$ cat src/rtl/bole_pkg.sv
// ----------------------------------------------------------------------------
// bole_pkg: shared types and constants of the ordered list engine
// Command codes, status codes, the per-cell operation and the control bundle
// that the top level broadcasts to every cell.
// ----------------------------------------------------------------------------
package bole_pkg;

   localparam int DATA_W = 32;
   localparam int LEN_W  = 5;
   localparam int CMD_W  = 3;
   localparam int POS_W  = 4;
   localparam int STAT_W = 2;

   localparam logic signed [DATA_W-1:0] MISS_DATA = -32'sd999;

   typedef enum logic [CMD_W-1:0] {
      CMD_APPEND   = 3'd0,
      CMD_PUSH     = 3'd1,
      CMD_POP      = 3'd2,
      CMD_REMOVE   = 3'd3,
      CMD_CONTAINS = 3'd4,
      CMD_READ     = 3'd5
   } cmd_type;

   typedef enum logic [STAT_W-1:0] {
      STAT_OK    = 2'd0,
      STAT_FULL  = 2'd1,
      STAT_MISS  = 2'd2
   } status_type;

   typedef enum logic [2:0] {
      OP_NONE        = 3'd0,
      OP_APPEND      = 3'd1,
      OP_PUSH        = 3'd2,
      OP_SHIFT_ALL   = 3'd3,
      OP_SHIFT_MATCH = 3'd4
   } cell_op_type;

   // broadcast to all cells; key is the search key while sampling and the
   // value to load while executing
   typedef struct packed {
      cell_op_type               op;
      logic                      sample;
      logic signed [DATA_W-1:0]  key;
   } cell_ctl_type;

endpackage

$ cat src/rtl/bole_cell.sv
// ----------------------------------------------------------------------------
// bole_cell: one storage cell of the ordered list
// Holds one entry, compares it with the search key and passes the
// first-match chain and its entry on to its neighbors.
// ----------------------------------------------------------------------------
module bole_cell
   import bole_pkg::*;
#(
   parameter int INDEX = 0,
   parameter int CNT_W = 5
) (
   input  logic                     clock,
   input  cell_ctl_type             ctl,
   input  logic [CNT_W-1:0]         count,
   input  logic signed [DATA_W-1:0] left_entry,
   input  logic signed [DATA_W-1:0] right_entry,
   input  logic                     match_prev,
   output logic                     match_next,
   output logic signed [DATA_W-1:0] entry
);

   logic signed [DATA_W-1:0] entry_ff, entry_in;
   logic                     match_ff, match_in;
   logic                     occupied;
   logic                     match_incl;

   assign occupied   = CNT_W'(INDEX) < count;
   assign match_incl = match_prev | match_ff;
   assign match_next = match_incl;
   assign entry      = entry_ff;

   always_comb begin
      match_in = match_ff;
      if (ctl.sample) begin
         match_in = occupied && (entry_ff == ctl.key);
      end
   end

   always_comb begin
      entry_in = entry_ff;
      case (ctl.op)
         OP_APPEND: begin
            if (CNT_W'(INDEX) == count) begin
               entry_in = ctl.key;
            end
         end
         OP_PUSH: begin
            entry_in = left_entry;
         end
         OP_SHIFT_ALL: begin
            entry_in = right_entry;
         end
         OP_SHIFT_MATCH: begin
            // close up behind the first match
            if (match_incl) begin
               entry_in = right_entry;
            end
         end
         default: begin
            entry_in = entry_ff;
         end
      endcase
   end

   always_ff @(posedge clock) begin
      entry_ff <= entry_in;
      match_ff <= match_in;
   end

endmodule

$ cat src/rtl/bounded_ordered_list_engine.sv
// ----------------------------------------------------------------------------
// bounded_ordered_list_engine: ordered list of signed identifiers
// Up to DEPTH entries held in a row of cells, with append, insert at head,
// remove head, remove by key, membership test and read by position.
// ----------------------------------------------------------------------------
// Usage:
//   Commands enter on the req_ channel (valid/ready) and each produces
//   exactly one result on the rsp_ channel (valid/ready), in order.
//   In the cycle of the transfer every cell compares its entry with
//   req_value; in the execute state that follows, the first-match chain across
//   the cells settles and all cells shift, load or hold together while the
//   result is written to the output register. One command is in flight at a
//   time, so a new command is taken only once the last one has executed; the
//   rsp_ register lets the next command transfer while a result still waits.
//   If the receiver stalls, the execute cycle holds until the output register
//   frees up, and req_ready stays low meanwhile.
//   Reset empties the list and drops any pending result; entry contents are
//   not cleared, since positions at or beyond the length are never read.
//   rsp_length reports the low 5 bits of the entry count.
// ----------------------------------------------------------------------------
module bounded_ordered_list_engine
   import bole_pkg::*;
#(
   parameter int DEPTH = 16
) (
   input  logic                     clock,
   input  logic                     reset,
   input  logic                     req_valid,
   output logic                     req_ready,
   input  logic [CMD_W-1:0]         req_command,
   input  logic signed [DATA_W-1:0] req_value,
   input  logic [POS_W-1:0]         req_position,
   output logic                     rsp_valid,
   input  logic                     rsp_ready,
   output logic signed [DATA_W-1:0] rsp_data,
   output logic                     rsp_found,
   output logic [LEN_W-1:0]         rsp_length,
   output logic [STAT_W-1:0]        rsp_status
);

   localparam int CNT_W  = $clog2(DEPTH + 1);
   localparam int RD_N   = (DEPTH < 16) ? DEPTH : 16;
   localparam int RD_W   = $clog2(RD_N);
   localparam int CMP_W  = (CNT_W > POS_W) ? CNT_W : POS_W;

   typedef enum logic [1:0] {
      ST_IDLE = 2'b01,
      ST_EXEC = 2'b10
   } state_type;

   state_type                state_ff, state_in;
   logic [CNT_W-1:0]         count_ff, count_in;
   logic [CMD_W-1:0]         cmd_ff;
   logic signed [DATA_W-1:0] val_ff;
   logic [POS_W-1:0]         pos_ff;

   logic                     rsp_valid_ff, rsp_valid_in;
   logic signed [DATA_W-1:0] rsp_data_ff, rsp_data_in;
   logic                     rsp_found_ff, rsp_found_in;
   logic [STAT_W-1:0]        rsp_status_ff, rsp_status_in;
   logic [CNT_W-1:0]         rsp_count_ff;

   logic                     req_xfer;
   logic                     exec_fire;
   cell_op_type              exec_op;
   cell_ctl_type             ctl;
   logic                     full, empty, any_match, pos_hit;

   logic signed [DATA_W-1:0] ent [DEPTH];
   logic                     chain [DEPTH+1];
   logic signed [DATA_W-1:0] rd_ent [RD_N];

   assign req_ready = (state_ff == ST_IDLE);
   assign req_xfer  = req_valid && req_ready;
   assign exec_fire = (state_ff == ST_EXEC) && (!rsp_valid_ff || rsp_ready);

   assign ctl.op     = exec_fire ? exec_op : OP_NONE;
   assign ctl.sample = req_xfer;
   assign ctl.key    = (state_ff == ST_IDLE) ? req_value : val_ff;

   assign chain[0] = 1'b0;

   for (genvar i = 0; i < DEPTH; i++) begin : g_cell
      logic signed [DATA_W-1:0] left_d, right_d;
      if (i == 0) begin : g_first
         assign left_d = ctl.key;
      end else begin : g_mid
         assign left_d = ent[i-1];
      end
      if (i == DEPTH - 1) begin : g_last
         assign right_d = ent[i];
      end else begin : g_inner
         assign right_d = ent[i+1];
      end
      bole_cell #(
         .INDEX (i),
         .CNT_W (CNT_W)
      ) u_cell (
         .clock       (clock),
         .ctl         (ctl),
         .count       (count_ff),
         .left_entry  (left_d),
         .right_entry (right_d),
         .match_prev  (chain[i]),
         .match_next  (chain[i+1]),
         .entry       (ent[i])
      );
   end

   for (genvar k = 0; k < RD_N; k++) begin : g_rd
      assign rd_ent[k] = ent[k];
   end

   assign full      = (count_ff == CNT_W'(DEPTH));
   assign empty     = (count_ff == '0);
   assign any_match = chain[DEPTH];
   assign pos_hit   = CMP_W'(pos_ff) < CMP_W'(count_ff);

   always_comb begin
      exec_op       = OP_NONE;
      count_in      = count_ff;
      rsp_data_in   = '0;
      rsp_found_in  = 1'b0;
      rsp_status_in = STAT_OK;
      case (cmd_ff)
         CMD_APPEND, CMD_PUSH: begin
            if (full) begin
               rsp_status_in = STAT_FULL;
            end else begin
               exec_op  = (cmd_ff == CMD_APPEND) ? OP_APPEND : OP_PUSH;
               count_in = count_ff + CNT_W'(1);
            end
         end
         CMD_POP: begin
            if (empty) begin
               rsp_data_in   = MISS_DATA;
               rsp_status_in = STAT_MISS;
            end else begin
               exec_op      = OP_SHIFT_ALL;
               count_in     = count_ff - CNT_W'(1);
               rsp_data_in  = ent[0];
               rsp_found_in = 1'b1;
            end
         end
         CMD_REMOVE: begin
            if (any_match) begin
               exec_op      = OP_SHIFT_MATCH;
               count_in     = count_ff - CNT_W'(1);
               rsp_found_in = 1'b1;
            end else begin
               rsp_status_in = STAT_MISS;
            end
         end
         CMD_CONTAINS: begin
            if (any_match) begin
               rsp_found_in = 1'b1;
            end else begin
               rsp_status_in = STAT_MISS;
            end
         end
         CMD_READ: begin
            if (pos_hit) begin
               rsp_data_in  = rd_ent[pos_ff[RD_W-1:0]];
               rsp_found_in = 1'b1;
            end else begin
               rsp_data_in   = MISS_DATA;
               rsp_status_in = STAT_MISS;
            end
         end
         default: begin
            rsp_status_in = STAT_OK;
         end
      endcase
   end

   always_comb begin
      state_in = state_ff;
      case (state_ff)
         ST_IDLE: begin
            if (req_xfer) begin
               state_in = ST_EXEC;
            end
         end
         ST_EXEC: begin
            if (exec_fire) begin
               state_in = ST_IDLE;
            end
         end
         default: begin
            state_in = ST_IDLE;
         end
      endcase
   end

   always_comb begin
      rsp_valid_in = rsp_valid_ff;
      if (exec_fire) begin
         rsp_valid_in = 1'b1;
      end else if (rsp_ready) begin
         rsp_valid_in = 1'b0;
      end
   end

   always_ff @(posedge clock) begin
      if (reset) begin
         state_ff     <= ST_IDLE;
         count_ff     <= '0;
         rsp_valid_ff <= 1'b0;
      end else begin
         state_ff     <= state_in;
         rsp_valid_ff <= rsp_valid_in;
         if (exec_fire) begin
            count_ff <= count_in;
         end
      end
   end

   // command and result payload
   always_ff @(posedge clock) begin
      if (req_xfer) begin
         cmd_ff <= req_command;
         val_ff <= req_value;
         pos_ff <= req_position;
      end
      if (exec_fire) begin
         rsp_data_ff   <= rsp_data_in;
         rsp_found_ff  <= rsp_found_in;
         rsp_status_ff <= rsp_status_in;
         rsp_count_ff  <= count_in;
      end
   end

   assign rsp_valid  = rsp_valid_ff;
   assign rsp_data   = rsp_data_ff;
   assign rsp_found  = rsp_found_ff;
   assign rsp_status = rsp_status_ff;
   assign rsp_length = LEN_W'(rsp_count_ff);

   a_count_bound: assert property (@(posedge clock) disable iff (reset)
      count_ff <= CNT_W'(DEPTH))
      else $error("entry count above depth");

   a_xfer_to_exec: assert property (@(posedge clock) disable iff (reset)
      req_xfer |=> (state_ff == ST_EXEC))
      else $error("accepted command did not enter execute");

   a_count_hold: assert property (@(posedge clock) disable iff (reset)
      !exec_fire |=> $stable(count_ff))
      else $error("entry count changed outside execute");

   a_rsp_from_exec: assert property (@(posedge clock) disable iff (reset)
      $rose(rsp_valid_ff) |-> $past(exec_fire))
      else $error("result appeared without an executed command");

endmodule
$ cat config.mk
export PLATFORM = sky130hd
export DESIGN_NAME = bounded_ordered_list_engine
export DESIGN_NICKNAME = d
export VERILOG_FILES = /design/src/rtl/bole_pkg.sv /design/src/rtl/bole_cell.sv /design/src/rtl/bounded_ordered_list_engine.sv
export SDC_FILE = /design/constraint.sdc
export NUM_CORES = 1
export LEC_CHECK = 0
export BUFFER_PORTS_ARGS = -buffer_cell sky130_fd_sc_hd__buf_4
export CAP_MARGIN = 20
export CORE_MARGIN = 2
export CORE_UTILIZATION = 50
export DETAILED_ROUTE_END_ITERATION = 8
export HOLD_SLACK_MARGIN = 0.03
export PLACE_DENSITY = 0.62
export RECOVER_POWER = 25
export SETUP_SLACK_MARGIN = 0.4
export SYNTH_ARGS = -nofsm -noshare
export SYNTH_HDL_FRONTEND = slang
export SYNTH_HIERARCHICAL = 1
export SYNTH_SLANG_ARGS = --single-unit
export TNS_END_PERCENT = 30
$ cat constraint.sdc
create_clock -name clock -period 13.6 [get_ports clock]
set_clock_uncertainty 0.1 [all_clocks]
set_input_delay 1.36 -clock clock [delete_from_list [all_inputs] [get_ports clock]]
set_output_delay 1.36 -clock clock [all_outputs]
set_load 0.1 [all_outputs]
# After elaboration in Yosys (flattened, before gate mapping)
# Index checks and enable logic that the tools add are counted.
[classes]
add_sub_neg = 2
order_cmp = 18
eq_ne = 76
n_mux = 78
n_bitwise = 16
n_reduce_logical = 44
[ops]
columns = ["cell", "count"]
rows = [
  ["case mux 32 bit (4 select lines)", 15],
  ["2-to-1 mux 32 bit", 36],
  ["== test 32 bit", 16],
  ["binary-select mux 32 bit (select 4 bit)", 1],
  ["case mux 32 bit (2 select lines)", 2],
  ["!= test 2 x 1 -> 1 bit (second input constant)", 31],
  ["AND reduction 3 bit", 15],
  ["== test 4 x 5 -> 1 bit (first input constant)", 8],
  ["< comparator 4 x 5 -> 1 bit (first input constant)", 8],
  ["== test 3 x 5 -> 1 bit (first input constant)", 4],
  ["< comparator 3 x 5 -> 1 bit (first input constant)", 4],
  ["logical AND 1 bit", 18],
  ["2-to-1 mux 2 bit", 8],
  ["2-to-1 mux 5 bit", 3],
  ["OR 1 bit", 15],
  ["case mux 5 bit (3 select lines)", 1],
  ["== test 3 x 2 -> 1 bit (second input constant)", 4],
  ["== test 2 x 5 -> 1 bit (first input constant)", 2],
  ["< comparator 1 x 5 -> 1 bit (first input constant)", 2],
  ["< comparator 2 x 5 -> 1 bit (first input constant)", 2],
  ["== test 3 bit (second input constant)", 3],
  ["case mux 3 bit (3 select lines)", 1],
  ["case mux 2 bit (4 select lines)", 1],
  ["== test 3 x 1 -> 1 bit (second input constant)", 2],
  ["22 further kinds", 32],
]
[word_totals]
ff_bits = 615
in_bits = 43
out_inout_bits = 42
elab_cells = 276

# Depth between registers and ports, before layout
# Gate-level depths: netlist of run 1.
[logic_depth]
ltp_word = 21
mapped_depth = 24

# Hierarchy
# The synthesis of run 1 kept the hierarchy.
[modules_own_cells]
columns = ["mod", "n_inst", "cells_per_inst", "area_each_um2", "seq_area_each_um2"]
rows = [
  ["bounded_ordered_list_engine", 1, 612, 7941.4, 2532.4],
  ["bole_cell (g_cell[11].u_cell ...)", 2, 195, 1969.4, 991.0],
  ["bole_cell (g_cell[14].u_cell)", 1, 194, 2207.1, 991.0],
  ["bole_cell (g_cell[8].u_cell)", 1, 195, 2079.5, 991.0],
  ["bole_cell (g_cell[12].u_cell)", 1, 195, 2078.2, 991.0],
  ["bole_cell (g_cell[9].u_cell)", 1, 193, 2073.2, 991.0],
  ["bole_cell (g_cell[1].u_cell)", 1, 193, 2068.2, 991.0],
  ["bole_cell (g_cell[10].u_cell)", 1, 196, 1976.9, 991.0],
  ["bole_cell (g_cell[5].u_cell)", 1, 196, 1973.1, 991.0],
  ["bole_cell (g_cell[6].u_cell)", 1, 195, 1971.9, 991.0],
  ["bole_cell (g_cell[2].u_cell)", 1, 196, 1969.4, 991.0],
  ["bole_cell (g_cell[13].u_cell)", 1, 195, 1966.9, 991.0],
  ["bole_cell (g_cell[15].u_cell)", 1, 194, 1964.4, 991.0],
  ["bole_cell (g_cell[7].u_cell)", 1, 195, 1964.4, 991.0],
  ["2 more rows", "-", "-", "-", "-"],
]

# Worst setup path before layout of run 1
# OpenSTA, ideal clock, no wires.
[synth_path]
path_kind = "input -> register"
startpoint = "input port rsp_ready"
endpoint = "register g_cell[3].u_cell.entry_ff[0] (enable)"
setup_ps = 465
arrival_time_ps = 12013
required_ps = 13035
setup_slack_ps = 1022
stages = 7
cell_sequence = "nand2b_1 nand2_1 inv_1 nand2_1 nor4_1 a41oi_1 o21ai_0"
[synth_lines]
columns = ["element", "line", "rtl"]
rows = [
  ["start: declaration", "bounded_ordered_list_engine.sv:34", "input logic rsp_ready,"],
  ["end signal: assignment", "bole_cell.sv:66", "entry_ff <= entry_in;"],
  ["end: declaration", "bole_cell.sv:22", "logic signed [DATA_W-1:0] entry_ff, entry_in;"],
]

==> metrics.txt, run 1 <==
Mean Syn Cell Area 10.8 sq um; WP data required 13.71 ns; Slew HR -1.21; Post-Layout Cell Count 4883; Yosys Warn Count 6; Via density 6.77; fin. max-slew vios 311; CTS Root Cell clkbuf_16; Critical Path AT 9.06 ns; syn nets 3777; pin count of the biggest net entering global routing 115; area leader, netlist edfxtp_1; clock tree buffer depth 3; drt first pass iters 6; Fmax 0.112 GHz; Crit. End Element flip-flop; post-route ant nets 0; worst slew pin tran 3.32 ns; unrepaired setup endpoints after global routing no; Post-Synthesis Cells 3726; Core Region 0.0791 sq mm; Wirelength per Cell 31.8 um; first-pass GRT wire length 223 mm; count leader, synth nand2_1; CTS tree done; antenna diode instance count 0; number of DRC markers in iteration 0 5055; DR vias 33000; CTS Sinks 615; cts hold-fix bufs 0; Synth async-reset ratio 0; PD cells 111 mW/mm^2; die height 287 um; Tmin final 8.95 ns; post-synth cell types 69; H-tree Lvls 3; Die ar. 0.0824 sq mm; GRT overflow 0; Num CTS Buffers 74; critical path startpoint category flip-flop; detailed placement HPWL 111 mm; Cells after DPL 4748; status finished with violations; failing checks capacitance limit, slew limit; Setup Fix Bufs, Post-CTS 0; DRC violations left 0; Max VDD drop 0.0000931 V; Synth top area share 0.455; Initial Utilization 0.506; Seq cells post-synth 615; Synth top cells by count nand2_1 (1081), edfxtp_1 (607), a22oi_1 (453); post-CTS sizing 0; initial antenna violation count 2; share of post-route cells with drive strength above 1 0.146; Post-synth EDFFs 607; worst-path fanout max 25; Rows 103; Layout Nets 3827; routability cong. 1.03; WS Path Type reg -> reg; I/O pin count 85; dominant synthesized flop cell edfxtp_1; Tot GR Track Use 0.372; Die W 287 um; worst skew pair latency 0.63 ns; Area Overhead vs Synth 9.30%; Seq/Total Area, Yosys 0.459; vias in the first global route 30300; Setup-failing EPs final 0; clk slew on worst S/H paths 0.06 ns; Port Buffers 84; Post-Route WL 155 mm; area of the mapped netlist 0.0401 sq mm; Lkg Pwr 16.0 nW; Fin. Hold Viols 0; HP Class reg -> reg; post-route setup TNS 0 ns; final period utilization 0.658; max_cap viols 9; synth top area cells edfxtp_1 (45%), nand2_1 (10%), xor2_1 (9.0%)
## critical path: stages, from the launching register on
cell and delay [ns]:
edfxtp_1 0.35, or2_2 0.31, or2_2 0.28, or2_2 0.29
or2_2 0.30, or2_2 0.30, or2_2 0.30, or2_2 0.29
or2_0 0.22, or2_2 0.29, or2_2 0.30, or2_2 0.29
or2_2 0.29, or2_2 0.30, or2_2 0.29, or2_0 0.24
or2_0 0.45, nand2_1 0.23, nor3_1 0.07, clkbuf_1 0.48
o21ai_0 1.14, clkbuf_1 1.39
## power breakdown
group	switching [mW]	total [mW]	internal, mW
Clock	0.833	1.94	1.11
Sequential	0.0148	2.15	2.13
Combinational	0.516	0.755	0.239
## layout make-up
cell class / count / area (sq um)
Clock buffer: 91 / 1980
Clock inverter: 42 / 303
Fill cell: 7015 / 35300
Inverter: 11 / 41.3
Multi-Input combinational cell: 2876 / 20500
Sequential cell: 615 / 18400
Tap cell: 1050 / 1310
Timing Repair Buffer: 198 / 1300
## cells by family (layout without fill, tap and decap cells)
family / Yosys count / in the layout / share of synthesized area
adders and majority gates: 8 / 8 / 0.00250
xor gates and xnor gates: 515 / 515 / 0.113
muxes: 169 / 169 / 0.0835
AOI/OAI and AO/OA: 738 / 738 / 0.145
DFF: 615 / 615 / 0.459
and+or+nand+nor: 1445 / 1445 / 0.162
other: 1 / 1 / 0.0000936
buffers and inverters: 235 / 342 / 0.0359
## final timing paths
kind | startpoint | endpoint | slack [ns] | cells past startpoint
worst max-delay path | g_cell[0].u_cell/match_ff | g_cell[3].u_cell/entry[1] | 4.65 | 21
worst min-delay path | state_ff[1] | rsp_valid | 0.42 | 2
worst max register to register | g_cell[0].u_cell/match_ff | g_cell[3].u_cell/entry[1] | 4.65 | 21
worst min register to register | state_ff[1] | rsp_valid | 0.42 | 2
## through the flow
step	utilization	power (mW)	worst slack (ns)	hold WS (ns)	cell area [sq um]
after floorplan	-	2.65	1.02	0.370	40100
after global placement	0.528	2.90	6.02	0.422	41800
after detailed placement	0.529	2.92	5.92	0.437	41900
after CTS	0.558	4.83	5.87	0.450	44100
after global routing	0.554	4.96	4.36	0.466	43800
final	0.554	4.84	4.65	0.424	43800
## sequential cells by signal (all words and copies together), names as in the netlist
name,count
g_cell.u_cell/match_ff,16
rsp_data,32
pos_ff,4
val_ff,32
rsp_found,1
rsp_valid,1
count_ff,5
rsp_status,2
g_cell.u_cell/entry,512
rsp_length,5
state_ff,2
cmd_ff,3
## cells in the final DEF (no fill, tap or decap), types with 33 or more instances in the layout
master,synthesis,routed
clkbuf_1,75,84
a21oi_1,47,46
edfxtp_1,607,607
nand2_1,1081,1081
a22oi_1,453,453
nor4_1,112,112
nand4_1,39,39
xor2_1,412,412
buf_4,8,101
clkbuf_16,0,77
mux2_2,33,33
a22oi_2,110,110
o21ai_0,73,67
mux4_2,128,128
xnor2_1,103,103
## routing by layer
metal | wire length, um | vias to the layer above | GRT usage
met4 | 11200 | 2 | 0.226
met3 | 17100 | 396 | 0.0729
met2 | 69800 | 2386 | 0.573
met1 | 57100 | 16200 | 0.487
li1 | - | 14000 | -
met5 | 14 | - | 0
Note: power is estimated with default switching activity, not from simulation.
==> run 2, diff against run 1 <==
==> constraint.sdc (replaced) <==
create_clock -name clock -period 9.4 [get_ports clock]
set_clock_uncertainty 0.1 [all_clocks]
set_input_delay 0.94 -clock clock [delete_from_list [all_inputs] [get_ports clock]]
set_output_delay 0.94 -clock clock [all_outputs]
set_load 0.1 [all_outputs]
==> run 2 against run 1 <==
Against the previous run:
- the flow still finishes with violations (capacitance limit, slew limit)
- first-iteration DRC count down 1.9%
- core utilization increased by 0.21 points
- routed wire length shrank 1.8%
- global-route usage shrank 0.63 points
- die area did not move
- sequential power is 45% higher
- worst hold slack worse by 0.0089 ns
- combinational power increased by 44%
- worst setup slack got worse by 3.4 ns
==> metrics.txt, run 2 (same netlist as run 1, synthesis figures left out) <==
first-pass GRT wire length 220 mm (-1.3%); drt first pass iters 6 (unchanged); Port Buffers 84 (unchanged); DR vias 32700 (-0.95%); RR Startpoint g_cell[0].u_cell/match_ff; # fillers 6957 (-0.83%); P_sw 1.98 mW (+45%); Flop pwr share 0.442 (-0.002); Tot GR Track Use 0.366 (-0.00631); CTS Sinks 615 (unchanged); Die W 287 um (unchanged); H-tree Lvls 3 (unchanged); Critical Path AT 8.30 ns (-0.76 ns); failing checks capacitance limit, slew limit; status finished with violations; Layout Nets 3830 (+0.078%); max_cap viols 10 (+1); Max VDD drop 0.000136 V (+46%); Crit. End Element flip-flop; cts hold-fix bufs 0 (unchanged); Core Region 0.0791 sq mm (unchanged); number of DRC markers in iteration 0 4959 (-1.9%); post-CTS sizing 0 (unchanged); Rows 103 (unchanged); Wirelength per Cell 31.2 um (-1.9%); CTS tree done; worst-path fanout max 73 (+190%); Clock Power Share 0.403 (+0.003); routability cong. 0.997 (-3.0%); Post-Route WL 152 mm (-1.8%); final period utilization 0.871 (+0.213); max FFs per register 512 (unchanged); CTS Root Cell clkbuf_16; Setup Fix Bufs, Post-CTS 0 (unchanged); Die ar. 0.0824 sq mm (unchanged); Setup-failing EPs final 0 (unchanged); critical path startpoint category flip-flop; WP data required 9.52 ns (-4.19 ns); Area Overhead vs Synth 9.72%; DRC violations left 0 (unchanged); Worst Hold Launch req_value[15]; Place WS 2.00 ns (-3.92 ns); WS Path Type reg -> reg; Fmax 0.122 GHz (+9.3%); I/O pin count 85 (unchanged); Reg area 0.0184 sq mm (unchanged); combinational share of power 0.155 (about the same); final setup margin 1.21 ns (-3.44 ns); Num CTS Buffers 72 (-2.7%); Initial Utilization 0.506 (unchanged); detailed placement HPWL 111 mm (+0.53%); Lkg Pwr 16.1 nW (+0.71%); PD cells 160 mW/mm^2 (+45%); HP Class in -> reg; vias in the first global route 30700 (+1.4%); Sw Ratio 0.282 (about the same); pin count of the biggest net entering global routing 88 (-23%); CP startpoint g_cell[0].u_cell/match_ff; post-route ant nets 0 (unchanged); post-layout util 0.556 (+0.00212); Internal 5.05 mW (+45%); clk slew on worst S/H paths 0.06 ns (about the same); post-route setup TNS 0 ns (unchanged); worst skew pair latency 0.64 ns (about the same); initial antenna violation count 6 (+4); Slew HR -1.25 (-0.0411); Multi-input gate area 0.0205 sq mm (+0.10%); fin. max-slew vios 319 (+2.6%); GRT overflow 0 (unchanged); unrepaired setup endpoints after global routing no; Via density 6.70 (-1.0%); Tmin final 8.19 ns (-0.760 ns); clock tree buffer depth 3 (unchanged); share of post-route cells with drive strength above 1 0.151 (+0.00466); most frequent cells in the layout nand2_1 (1081), edfxtp_1 (607), a22oi_1 (453); Fin. Hold Viols 0 (unchanged); die height 287 um (unchanged); worst slew pin tran 3.38 ns (+0.0617 ns); commonest non-fill, non-tap cell in the layout nand2_1
## run 2: changes by cell type in the layout (fill, tap and decap cells not counted), sizes merged
cell,change
buf,+3
clkinvlp,-3
clkbuf,-3
diode,+2
clkinv,+4
## run 2: power groups by stage
stage	sequential [mW]	combinational, mW	clock, mW
after global routing	3.11	1.15	2.95
after floorplan	3.17	0.667	0
after CTS	3.11	1.06	2.85
after global placement	3.16	1.03	0
after detailed placement	3.17	1.05	0
final	3.11	1.09	2.83
## run 2: worst paths after layout
check	to	slack, ns	cells after the start
setup / recovery	g_cell[3].u_cell/entry[20]	1.21	21
hold reg to reg	rsp_valid	0.43	2
setup reg to reg	g_cell[3].u_cell/entry[20]	1.21	21
hold / removal	val_ff[15]	0.41	1
## run 2: cell type report
cell class	count	share of cell area
clock buffers	86	0.0453
flip-flops and latches	615	0.418
repair buffers	203	0.0324
multi-input cells	2876	0.466
clock inverters	43	0.00697
inverters	11	0.000939
diodes	2	0.000114
well taps	1050	0.0299
## run 2: routing by layer
metal  wire length (um)  global-route usage  vias up
li1                   -                   -    14000
met2              68200               0.564     2208
met1              56800               0.484    16100
met5                 34                   0        -
met3              16000              0.0651      389
met4              11200               0.219        4
## run 2: worst max-delay path, stage by stage (launching register included)
cell      delay [ns]
edfxtp_1        0.35
or2_2           0.31
or2_2           0.29
or2_2           0.29
or2_2           0.29
or2_2           0.30
or2_2           0.30
or2_2           0.29
or2_1           0.22
or2_2           0.29
or2_2           0.31
or2_2           0.29
or2_2           0.28
or2_2           0.29
or2_2           0.28
or2_0           0.23
or2_0           0.48
nand2_1         0.25
nor3_1          0.11
buf_12          0.21
o21ai_0         0.54
clkbuf_1        1.38
## run 2: metrics by stage
stage | std cells | hold WS (ns) | power, mW | area (sq um)
floorplan | 3726 | 0.370 | 3.84 | 40100
global placement | 4745 | 0.448 | 4.20 | 41800
detailed placement | 4747 | 0.451 | 4.22 | 41800
CTS | 4876 | 0.369 | 7.01 | 44100
global route | 4884 | 0.402 | 7.20 | 44000
finish | 4886 | 0.415 | 7.03 | 44000
